`config.mk`:
```
export PLATFORM = sky130hd
export DESIGN_NAME = deadline_timer_table_unit
export DESIGN_NICKNAME = d
export VERILOG_FILES = /design/src/sv/dtt_pkg.sv /design/src/sv/dtt_scan.sv /design/src/sv/deadline_timer_table_unit.sv
export SDC_FILE = /design/constraint.sdc
export NUM_CORES = 2
export LEC_CHECK = 0
export BUFFER_PORTS_ARGS = -buffer_cell sky130_fd_sc_hd__buf_2
export CAP_MARGIN = 20
export CORE_AREA = 2 2 455 457
export CTS_CLUSTER_SIZE = 30
export DETAILED_ROUTE_END_ITERATION = 10
export DIE_AREA = 0 0 457 459
export GPL_ROUTABILITY_DRIVEN = 1
export PLACE_DENSITY_LB_ADDON = 0.15
export SKIP_CTS_REPAIR_TIMING = 1
export SLEW_MARGIN = 0
export SYNTH_ARGS = -nofsm -noshare
export SYNTH_HDL_FRONTEND = slang
export SYNTH_SLANG_ARGS = --single-unit
```
`constraint.sdc`:
```
create_clock -name i_clk -period 6.4 [get_ports i_clk]
set_clock_uncertainty 0.05 [all_clocks]
set_input_delay 0.64 -clock i_clk [delete_from_list [all_inputs] [get_ports i_clk]]
set_output_delay 0.64 -clock i_clk [all_outputs]
set_load 0.01 [all_outputs]
```
`src/sv/dtt_pkg.sv`:
```
// ----------------------------------------------------------------------------
// Deadline timer table package
// Shared constants, codes and types for the deadline timer table block.
// ----------------------------------------------------------------------------
package dtt_pkg;

    // Table geometry.
    localparam int NUM_TIMERS = 16;
    localparam int IDX_W      = $clog2(NUM_TIMERS);
    localparam int CNT_W      = $clog2(NUM_TIMERS + 1);

    // Field widths of one transaction.
    localparam int TIME_W     = 64;
    localparam int TID_W      = 4;
    localparam int OP_W       = 3;
    localparam int STAT_W     = 2;
    localparam int IN_DATA_W  = 136;
    localparam int OUT_DATA_W = 72;

    // Operation codes carried in the input tuser.
    localparam logic [OP_W-1:0] OP_ADD     = 3'd0;
    localparam logic [OP_W-1:0] OP_CANCEL  = 3'd1;
    localparam logic [OP_W-1:0] OP_REFRESH = 3'd2;
    localparam logic [OP_W-1:0] OP_RESET   = 3'd3;
    localparam logic [OP_W-1:0] OP_QUERY   = 3'd4;
    localparam logic [OP_W-1:0] OP_EXPIRE  = 3'd5;

    // Result status codes.
    typedef enum logic [STAT_W-1:0] {
        STAT_OK       = 2'd0,
        STAT_INACTIVE = 2'd1,
        STAT_FULL     = 2'd2
    } t_status;

    // Sequencer states.
    typedef enum logic [3:0] {
        ST_IDLE,
        ST_DISPATCH,
        ST_RD,
        ST_CALC,
        ST_WR,
        ST_SCAN,
        ST_SCAN_END,
        ST_POST,
        ST_EXP_RD,
        ST_EXP_WR,
        ST_EMIT
    } t_state;

    // One result item.
    typedef struct packed {
        t_status            status;
        logic [TID_W-1:0]   timer_id;
        logic               fired;
        logic [TIME_W-1:0]  wait_ms;
        logic               at_front;
        logic               last;
    } t_result;

    // Running outcome of a scan over the deadline memory.
    typedef struct packed {
        logic               found;
        logic [IDX_W-1:0]   idx;
        logic [TIME_W-1:0]  dl;
        logic [CNT_W-1:0]   count;
    } t_scan_res;

endpackage

```
`src/sv/dtt_scan.sv`:
```
// ----------------------------------------------------------------------------
// Deadline scan unit
// Walks the deadline words streamed out of the memory, one per cycle, and
// keeps the earliest eligible entry (ties go to the lower slot) and a count
// of the eligible entries.
// ----------------------------------------------------------------------------
module dtt_scan (
    input  logic                         i_clk,
    input  logic                         i_rst_n,
    input  logic                         i_start,
    input  logic                         i_valid,
    input  logic [dtt_pkg::IDX_W-1:0]    i_idx,
    input  logic [dtt_pkg::TIME_W-1:0]   i_dl,
    input  logic [dtt_pkg::TIME_W-1:0]   i_now,
    input  logic                         i_elig,
    input  logic                         i_due_mode,
    output dtt_pkg::t_scan_res           o_res
);
    import dtt_pkg::*;

    t_scan_res r_res;
    t_scan_res n_res;
    logic      hit;
    logic      take;

    // An entry counts when it is eligible and, in due mode, already due.
    // Entries arrive in slot order, so a strict compare keeps the lower slot.
    always_comb begin
        hit   = i_valid && i_elig && (!i_due_mode || (i_dl <= i_now));
        take  = hit && (!r_res.found || (i_dl < r_res.dl));
        n_res = r_res;
        if (i_start) begin
            n_res.found = 1'b0;
            n_res.count = '0;
        end else begin
            if (hit) begin
                n_res.count = r_res.count + CNT_W'(1);
            end
            if (take) begin
                n_res.found = 1'b1;
                n_res.idx   = i_idx;
                n_res.dl    = i_dl;
            end
        end
    end

    always_ff @(posedge i_clk) begin
        if (!i_rst_n) begin
            r_res <= '0;
        end else begin
            r_res <= n_res;
        end
    end

    assign o_res = r_res;

endmodule

```
`src/sv/deadline_timer_table_unit.sv`:
```
// ----------------------------------------------------------------------------
// Deadline timer table
// Table of software timers with deadlines and periods held in memory.
// ----------------------------------------------------------------------------
// One transaction is taken at a time. Cancel, refresh and the unused opcodes
// make no pass over the deadline memory. A query, and a successful add or
// reset, each make one pass over the deadline memory, which has a single read
// port and delivers one entry a cycle. Expire makes one pass per fired timer,
// or a single pass with nothing due. Every result waits until the output
// register is free, so a stalled sink holds up each result. No clearing pass
// is needed after reset; the block is ready at once. A result waits in an
// output register, so the next transaction is taken while the last result of
// the previous one is still pending.
// ----------------------------------------------------------------------------
module deadline_timer_table_unit (
    input  logic                             i_clk,
    input  logic                             i_rst_n,
    input  logic                             s_axis_tvalid,
    output logic                             s_axis_tready,
    // tdata: now_ms[63:0], slot[67:64], period_ms[131:68], repeat_req[132],
    //        now_based[133], zero fill[135:134]
    input  logic [dtt_pkg::IN_DATA_W-1:0]    s_axis_tdata,
    // tuser: opcode[2:0]
    input  logic [dtt_pkg::OP_W-1:0]         s_axis_tuser,
    output logic                             m_axis_tvalid,
    input  logic                             m_axis_tready,
    // tdata: timer_id[3:0], fired[4], wait_ms[68:5], at_front[69],
    //        zero fill[71:70]
    output logic [dtt_pkg::OUT_DATA_W-1:0]   m_axis_tdata,
    // tuser: status[1:0]
    output logic [dtt_pkg::STAT_W-1:0]       m_axis_tuser,
    output logic                             m_axis_tlast
);
    import dtt_pkg::*;

    localparam logic [IDX_W-1:0] IDX_LAST = IDX_W'(NUM_TIMERS - 1);

    // Control state.
    t_state                 r_state;
    t_state                 n_state;
    logic [NUM_TIMERS-1:0]  r_active;
    logic [NUM_TIMERS-1:0]  n_active;
    logic                   r_front_pend;
    logic                   n_front_pend;
    logic                   r_out_vld;
    logic                   n_out_vld;
    logic                   r_pv;

    // Captured transaction and working registers.
    logic [OP_W-1:0]        r_op;
    logic [OP_W-1:0]        n_op;
    logic [TIME_W-1:0]      r_now;
    logic [TIME_W-1:0]      n_now;
    logic [TID_W-1:0]       r_slot;
    logic [TID_W-1:0]       n_slot;
    logic [TIME_W-1:0]      r_per;
    logic [TIME_W-1:0]      n_per;
    logic                   r_rep;
    logic                   n_rep;
    logic                   r_fnow;
    logic                   n_fnow;
    logic [TIME_W-1:0]      r_new_dl;
    logic [TIME_W-1:0]      n_new_dl;
    logic [NUM_TIMERS-1:0]  r_repeats;
    logic [NUM_TIMERS-1:0]  n_repeats;
    logic [NUM_TIMERS-1:0]  r_taken;
    logic [NUM_TIMERS-1:0]  n_taken;
    t_result                r_res;
    t_result                n_res;
    logic                   r_more;
    logic                   n_more;
    logic [IDX_W-1:0]       r_idx;
    logic [IDX_W-1:0]       n_idx;
    logic [IDX_W-1:0]       r_pidx;
    t_result                r_out;
    t_result                n_out;

    // Memory ports.
    logic [TIME_W-1:0]      mem_dl  [NUM_TIMERS];
    logic [TIME_W-1:0]      mem_per [NUM_TIMERS];
    logic [TIME_W-1:0]      rd_dl;
    logic [TIME_W-1:0]      rd_per;
    logic [IDX_W-1:0]       rd_addr;
    logic [IDX_W-1:0]       wr_addr;
    logic                   dl_we;
    logic                   per_we;
    logic [TIME_W-1:0]      dl_wd;

    // Miscellaneous decode.
    logic                   in_acc;
    logic                   out_free;
    logic                   all_active;
    logic [IDX_W-1:0]       free_idx;
    logic                   slot_ok;
    logic                   due_mode;
    logic                   scan_start;
    logic                   scan_elig;
    t_scan_res              scan_res;

    assign s_axis_tready = (r_state == ST_IDLE);
    assign in_acc        = s_axis_tvalid && s_axis_tready;
    assign out_free      = !r_out_vld || m_axis_tready;
    assign all_active    = &r_active;
    assign slot_ok       = r_active[r_slot[IDX_W-1:0]];
    assign due_mode      = (r_op == OP_EXPIRE);
    assign rd_addr       = (r_state == ST_SCAN) ? r_idx : r_slot[IDX_W-1:0];
    assign wr_addr       = r_slot[IDX_W-1:0];

    // Lowest free slot.
    always_comb begin
        free_idx = '0;
        for (int i = NUM_TIMERS - 1; i >= 0; i--) begin
            if (!r_active[i]) begin
                free_idx = IDX_W'(i);
            end
        end
    end

    // Deadline and period memories, one write and one registered read port.
    always_ff @(posedge i_clk) begin
        if (dl_we) begin
            mem_dl[wr_addr] <= dl_wd;
        end
        if (per_we) begin
            mem_per[wr_addr] <= r_per;
        end
        rd_dl  <= mem_dl[rd_addr];
        rd_per <= mem_per[rd_addr];
    end

    // Scan unit sees each memory word in the cycle after its read was issued.
    assign scan_start = (r_state != ST_SCAN) && (n_state == ST_SCAN);
    assign scan_elig  = r_active[r_pidx] && !(due_mode && r_taken[r_pidx]);

    dtt_scan u_scan (
        .i_clk      (i_clk),
        .i_rst_n    (i_rst_n),
        .i_start    (scan_start),
        .i_valid    (r_pv),
        .i_idx      (r_pidx),
        .i_dl       (rd_dl),
        .i_now      (r_now),
        .i_elig     (scan_elig),
        .i_due_mode (due_mode),
        .o_res      (scan_res)
    );

    // Next-state logic of the sequencer.
    always_comb begin
        n_state = r_state;
        case (r_state)
            ST_IDLE: begin
                if (in_acc) begin
                    n_state = ST_DISPATCH;
                end
            end
            ST_DISPATCH: begin
                case (r_op)
                    OP_ADD:     n_state = all_active ? ST_EMIT : ST_WR;
                    OP_REFRESH: n_state = slot_ok ? ST_RD : ST_EMIT;
                    OP_RESET:   n_state = slot_ok ? ST_RD : ST_EMIT;
                    OP_QUERY:   n_state = ST_SCAN;
                    OP_EXPIRE:  n_state = ST_SCAN;
                    default:    n_state = ST_EMIT;
                endcase
            end
            ST_RD: begin
                n_state = (r_op == OP_RESET && !r_fnow) ? ST_CALC : ST_WR;
            end
            ST_CALC: begin
                n_state = ST_WR;
            end
            ST_WR: begin
                n_state = (r_op == OP_REFRESH) ? ST_EMIT : ST_SCAN;
            end
            ST_SCAN: begin
                if (r_idx == IDX_LAST) begin
                    n_state = ST_SCAN_END;
                end
            end
            ST_SCAN_END: begin
                n_state = ST_POST;
            end
            ST_POST: begin
                if (due_mode && scan_res.count != '0) begin
                    n_state = ST_EXP_RD;
                end else begin
                    n_state = ST_EMIT;
                end
            end
            ST_EXP_RD: begin
                n_state = ST_EXP_WR;
            end
            ST_EXP_WR: begin
                n_state = ST_EMIT;
            end
            ST_EMIT: begin
                if (out_free) begin
                    n_state = r_more ? ST_SCAN : ST_IDLE;
                end
            end
            default: begin
                n_state = ST_IDLE;
            end
        endcase
    end

    // Datapath and table updates for each sequencer state.
    always_comb begin
        n_op         = r_op;
        n_now        = r_now;
        n_slot       = r_slot;
        n_per        = r_per;
        n_rep        = r_rep;
        n_fnow       = r_fnow;
        n_new_dl     = r_new_dl;
        n_active     = r_active;
        n_repeats    = r_repeats;
        n_taken      = r_taken;
        n_front_pend = r_front_pend;
        n_res        = r_res;
        n_more       = r_more;
        n_idx        = (r_state == ST_SCAN) ? r_idx + IDX_W'(1) : '0;
        dl_we        = 1'b0;
        per_we       = 1'b0;
        dl_wd        = r_new_dl;
        n_out_vld    = r_out_vld && !m_axis_tready;
        n_out        = r_out;

        case (r_state)
            ST_IDLE: begin
                if (in_acc) begin
                    n_op   = s_axis_tuser;
                    n_now  = s_axis_tdata[63:0];
                    n_slot = s_axis_tdata[67:64];
                    n_per  = s_axis_tdata[131:68];
                    n_rep  = s_axis_tdata[132];
                    n_fnow = s_axis_tdata[133];
                end
            end
            ST_DISPATCH: begin
                n_res          = '0;
                n_res.status   = STAT_OK;
                n_res.timer_id = r_slot;
                n_res.last     = 1'b1;
                n_more         = 1'b0;
                case (r_op)
                    OP_ADD: begin
                        if (all_active) begin
                            n_res.status   = STAT_FULL;
                            n_res.timer_id = '0;
                        end else begin
                            n_slot         = TID_W'(free_idx);
                            n_res.timer_id = TID_W'(free_idx);
                            n_new_dl       = r_now + r_per;
                        end
                    end
                    OP_CANCEL: begin
                        if (slot_ok) begin
                            n_active[r_slot[IDX_W-1:0]] = 1'b0;
                        end else begin
                            n_res.status = STAT_INACTIVE;
                        end
                    end
                    OP_REFRESH: begin
                        if (!slot_ok) begin
                            n_res.status = STAT_INACTIVE;
                        end
                    end
                    OP_RESET: begin
                        if (!slot_ok) begin
                            n_res.status = STAT_INACTIVE;
                        end
                    end
                    OP_QUERY: begin
                        n_front_pend   = 1'b0;
                        n_res.timer_id = '0;
                    end
                    OP_EXPIRE: begin
                        n_taken        = '0;
                        n_res.timer_id = '0;
                    end
                    default: begin
                        n_res.timer_id = '0;
                    end
                endcase
            end
            ST_RD: begin
                // The slot's old deadline and period are on the read port.
                if (r_op == OP_REFRESH) begin
                    n_new_dl = r_now + rd_per;
                end else if (r_fnow) begin
                    n_new_dl = r_now + r_per;
                end else begin
                    n_new_dl = rd_dl - rd_per;
                end
            end
            ST_CALC: begin
                // Second half of the rebase onto the old start.
                n_new_dl = r_new_dl + r_per;
            end
            ST_WR: begin
                dl_we  = 1'b1;
                per_we = (r_op == OP_ADD) || (r_op == OP_RESET);
                if (r_op == OP_ADD) begin
                    n_active[r_slot[IDX_W-1:0]]  = 1'b1;
                    n_repeats[r_slot[IDX_W-1:0]] = r_rep;
                end
            end
            ST_POST: begin
                case (r_op)
                    OP_QUERY: begin
                        if (!scan_res.found) begin
                            n_res.wait_ms = '1;
                        end else if (r_now >= scan_res.dl) begin
                            n_res.wait_ms = '0;
                        end else begin
                            n_res.wait_ms = scan_res.dl - r_now;
                        end
                    end
                    OP_EXPIRE: begin
                        n_res          = '0;
                        n_res.status   = STAT_OK;
                        n_res.last     = 1'b1;
                        n_more         = 1'b0;
                        if (scan_res.count != '0) begin
                            n_res.fired    = 1'b1;
                            n_res.timer_id = TID_W'(scan_res.idx);
                            n_res.last     = (scan_res.count == CNT_W'(1));
                            n_more         = (scan_res.count != CNT_W'(1));
                            n_slot         = TID_W'(scan_res.idx);
                            n_taken[scan_res.idx] = 1'b1;
                        end
                    end
                    default: begin
                        // Add and reset: report a new earliest timer once.
                        if (scan_res.found && scan_res.idx == r_slot[IDX_W-1:0] &&
                            !r_front_pend) begin
                            n_res.at_front = 1'b1;
                            n_front_pend   = 1'b1;
                        end
                    end
                endcase
            end
            ST_EXP_WR: begin
                // Fired timer: re-arm from now or free the slot.
                if (r_repeats[r_slot[IDX_W-1:0]]) begin
                    dl_we = 1'b1;
                    dl_wd = r_now + rd_per;
                end else begin
                    n_active[r_slot[IDX_W-1:0]] = 1'b0;
                end
            end
            ST_EMIT: begin
                if (out_free) begin
                    n_out_vld = 1'b1;
                    n_out     = r_res;
                end
            end
            default: begin
            end
        endcase
    end

    // Control registers.
    always_ff @(posedge i_clk) begin
        if (!i_rst_n) begin
            r_state      <= ST_IDLE;
            r_active     <= '0;
            r_front_pend <= 1'b0;
            r_out_vld    <= 1'b0;
            r_pv         <= 1'b0;
        end else begin
            r_state      <= n_state;
            r_active     <= n_active;
            r_front_pend <= n_front_pend;
            r_out_vld    <= n_out_vld;
            r_pv         <= (r_state == ST_SCAN);
        end
    end

    // Payload and working registers.
    always_ff @(posedge i_clk) begin
        r_op      <= n_op;
        r_now     <= n_now;
        r_slot    <= n_slot;
        r_per     <= n_per;
        r_rep     <= n_rep;
        r_fnow    <= n_fnow;
        r_new_dl  <= n_new_dl;
        r_repeats <= n_repeats;
        r_taken   <= n_taken;
        r_res     <= n_res;
        r_more    <= n_more;
        r_idx     <= n_idx;
        r_pidx    <= r_idx;
        r_out     <= n_out;
    end

    // Output transaction.
    assign m_axis_tvalid = r_out_vld;
    assign m_axis_tuser  = r_out.status;
    assign m_axis_tlast  = r_out.last;
    assign m_axis_tdata  = {2'b00, r_out.at_front, r_out.wait_ms, r_out.fired,
                            r_out.timer_id};

    // A fired timer has been marked so the next pass skips it.
    assert property (@(posedge i_clk) disable iff (!i_rst_n)
        (r_state == ST_EMIT && r_res.fired) |-> r_taken[r_res.timer_id[IDX_W-1:0]])
        else $error("fired timer not marked as taken");

    // A full report only when every slot is in use.
    assert property (@(posedge i_clk) disable iff (!i_rst_n)
        (r_state == ST_EMIT && r_res.status == STAT_FULL) |-> all_active)
        else $error("table full reported with a free slot");

    // A front report always leaves the pending flag set.
    assert property (@(posedge i_clk) disable iff (!i_rst_n)
        (r_state == ST_EMIT && r_res.at_front) |-> r_front_pend)
        else $error("front reported without pending flag");

    // The scan never counts more entries than the table holds.
    assert property (@(posedge i_clk) disable iff (!i_rst_n)
        scan_res.count <= CNT_W'(NUM_TIMERS))
        else $error("scan count exceeds table size");

endmodule

```
==> metrics.md <==
| Metric | Value |
|---|---|
| Status | `completed` |
| Metal3 WL | `44440 um` |
| # rows | `167` |
| Global-route wire length before repair | `558400 um` |
| Number of CTS-inserted buffers | `289` |
| Simple-gate share of the synthesized area | `7.427%` |
| Fin. Hold Viols | `0` |
| Post-synthesis adder-cell area fraction | `4.650%` |
| Peak VDD IR | `368.8 uV` |
| Post-Synth XOR/XNOR Area | `2.175%` |
| CTS tree | `done` |
| Bufs on Longest Clock Path | `4` |
| Layout area overhead | `12.83%` |
| Syn avg cell area | `14.12 um2` |
| DR pass1 iterations | `7` |
| # DRC | `0` |
| WP data arrival | `6300 ps` |
| RSZ-0062 raised after global routing | `false` |
| Layout Cells excl Fill | `11.96k` |
| Seq cells post-synth | `2661` |
| Count of cell types in the netlist | `96` |
| Vias in the first global route | `77.84k` |
| Routed met2 length | `177300 um` |
| Largest family of logic cells by synthesized area | `compound AO/OA/AOI/OAI gates` |
| Gr ovfl total | `0` |
| Die Y | `459 um` |
| DIE AREA | `209800 um2` |
| Initial Util | `59.54%` |
| Worst-path clk slew | `70 ps` |
| Hold WS | `17.88 ps` |
| Core area | `205600 um2` |
| Clock power frac | `22.9%` |
| Slew margin rel. | `13.22%` |
| Final period utilization | `88.66%` |
| Initial antenna violation count | `32` |
| NetSw | `29.53 mW` |
| Placed insts | `11.31k` |
| Fmax | `176.2 MHz` |
| Final setup fails | `0` |
| Area of the multi-input gates | `42400 um2` |
| CP max FO | `18` |
| Filler Cell Count | `13.98k` |
| Mapped cell area | `122400 um2` |
| Leakage | `48.25 nW` |
| Layout cell share with drive strength beyond 1 | `15.76%` |
| Routed length on met1 | `159600 um` |
| Largest net degree at the start of global routing | `129` |
| DRT antenna net count | `0` |
| Clock Latency Late Sink | `980 ps` |
| Root buffer cell | `clkbuf_16` |
| Setup TNS Final | `0 ps` |
| Post-synthesis mux area share | `9.638%` |
| Total Wirelength | `401600 um` |
| Crit path capture type | `register` |
| Min cycle time layout | `5675 ps` |
| IO Pins | `220` |
| WP data required | `7030 ps` |
| Final estimated routing congestion in global placement | `1.063` |
| Uppermost layer routed | `met5` |
| Sw Ratio | `40.64%` |
| Via density | `6.821` |
| Sequential area share after synthesis | `63.37%` |
| Largest cells by area after synthesis | `edfxtp_1, mux4_2, ha_1` |
| CP Launch Type | `register` |
| CTS H-tree lvls | `5` |
| Crit path cell chain | `ha_1, fa_1, a211oi_1, o21bai_1, a21oi_1, o31a_1, o311ai_0, a21oi_1, o21ai_0, a311oi_1, o21ai_1, a31oi_1, mux2i_1, a311o_1` |
| # nets final | `9627` |
| CP max stage delay | `670 ps` |
| Pwr/cell area | `526.1 nW/um2` |
| Area leader, netlist | `edfxtp_1` |
| Slew @ Worst Pin | `1292 ps` |
| CTS sink cnt | `2661` |
| Int Power | `43.13 mW` |
| Slowest-stage cell, CP | `edfxtp_1` |
| Post-synth ARST share | `0%` |
| Total Routing Usage GR | `37.44%` |
| Register area | `77570 um2` |
| Yosys warns | `0` |
| Buffers on Ports | `215` |
| WL per Instance | `33.57 um` |
| Seq pwr share | `34.3%` |
| DR iter-0 viols | `11.45k` |
| Compound-cell area share of the yosys netlist | `10.39%` |
| Pins Over Slew Limit | `0` |
| Predominant post-synthesis flop cell | `edfxtp_1` |
| Number of max-cap violations | `0` |
| Chip width | `457 um` |
| Comb pwr share | `42.9%` |
| Critical setup path kind | `register to register` |
| CP most frequent cell | `a21oi_1` |
| Post-synth EDFFs | `2428` |
| DR vias | `81.59k` |
| Hpwl dp | `264300 um` |
| Top-area cell type share of the netlist area | `59.56%` |
| Syn Inst Count | `8668` |
| Hold Path Class | `input port to register` |
-- layout make-up --
| cell class | instances | area share [%] |
|---|---|---|
| antenna | 10 | 0.01812 |
| clock buffer | 376 | 5.725 |
| clock inverter | 130 | 1.020 |
| inverter | 267 | 0.7256 |
| multi-input combinational | 5266 | 30.70 |
| sequential | 2661 | 56.16 |
| tap | 2704 | 2.450 |
| timing repair buffer | 547 | 3.200 |
-- synthesized netlist by cell type, types with 18 or more instances --
library cell / n
o21a_1: 59
and3_1: 51
a211oi_1: 172
clkbuf_1: 380
mux4_2: 500
a31oi_1: 184
a22oi_1: 30
nor4_1: 18
xor2_1: 137
buf_2: 61
a21oi_1: 482
a21o_1: 239
dfxtp_1: 233
mux2_2: 38
nand2_1: 858
xnor2_1: 167
ha_1: 447
nor2b_1: 55
inv_1: 266
o21bai_1: 47
o211ai_1: 53
o31ai_1: 25
nand2b_1: 55
nor3_1: 51
buf_1: 32
o22ai_1: 20
a21boi_0: 25
o221ai_1: 25
a221o_1: 19
o21ai_0: 419
a311oi_1: 31
edfxtp_1: 2428
nand4_1: 110
nand3_1: 189
and2_1: 135
nor2_1: 371
or3_1: 21
-- metrics by stage --
step | power, mW | instance area [um2] | utilization, % | setup slack [ps]
after CTS | 71.74 | 136700 | 66.50 | 879.8
after global routing | 75.29 | 138100 | 67.17 | 580.2
after global placement | 54.87 | 127400 | 61.97 | 969.2
after floorplan | 43.68 | 122400 | - | 1217
after detailed placement | 55.10 | 127400 | 61.97 | 954.2
final | 72.66 | 138100 | 67.18 | 725.5
-- sequential cells by signal, summed over array words and instances (netlist names), 4 cells and up, named ones only --
| register | flops |
|---|---|
| mem_dl | 1024 |
| mem_per | 1024 |
| u_scan.o_res | 74 |
| r_res | 73 |
| m_axis_tdata | 70 |
| r_new_dl | 64 |
| r_now | 64 |
| r_per | 64 |
| rd_dl | 64 |
| rd_per | 64 |
| r_repeats | 16 |
| r_taken | 16 |
| r_idx | 4 |
| r_pidx | 4 |
| r_slot | 4 |
| r_state | 4 |
-- power groups by stage --
stage,Clock [mW],Combinational [mW],Sequential (mW)
global route,17.4,33.0,24.9
global placement,0,29.9,25.0
finish,16.6,31.1,24.9
floorplan,0,20.3,23.4
detailed placement,0,30.0,25.1
CTS,16.7,30.3,24.7
-- final timing paths --
path	start	end	slack, ps	cells after the start
worst max register to register	r_per[0]$_DFFE_PP_	r_new_dl[56]$_DFFE_PP_	730	14
worst min-delay path	s_axis_tdata[67]	r_slot[3]$_DFFE_PP_	20	3
worst min register to register	r_res[64]$_SDFFCE_PN0P_	m_axis_tdata[67]$_DFFE_PP_	360	0
worst max-delay path	r_per[0]$_DFFE_PP_	r_new_dl[56]$_DFFE_PP_	730	14
-- worst max-delay path: cells and delay by family, from the launching register on --
family / cells / cell delay, ps
AO/OA/AOI/OAI: 11 / 3710
adder cells (fa/ha/maj): 2 / 830
flip-flops: 1 / 670
multiplexers: 1 / 110
-- routing by layer --
metal,vias up,global-route usage [%]
met1,41159,54.60
met2,5222,55.41
met3,757,7.597
met5,-,0
met4,4,15.82
li1,34446,-
-- logic make-up (layout without fill, tap and decap cells) --
| family | Yosys count | count (layout) |
|---|---|---|
| DFF | 2661 | 2661 |
| AOI/OAI and AO/OA | 1982 | 1982 |
| and+or+nand+nor | 1977 | 1977 |
| buffers and inverters | 742 | 1320 |
| muxes | 549 | 549 |
| adders and majority gates | 452 | 452 |
| xor gates and xnor gates | 304 | 304 |
| other | 1 | 12 |
-- cell usage in the layout, fill, tap and decap left out, types with 172 or more instances in the layout --
cell type     n
a211oi_1    172
a21o_1      238
a21oi_1     480
a31oi_1     184
buf_2       215
clkbuf_16   296
dfxtp_1     233
edfxtp_1   2428
ha_1        447
inv_1       266
mux4_2      500
nand2_1     856
nand3_1     187
nor2_1      335
o21ai_0     399
Power figures use the tool's default switching activity.
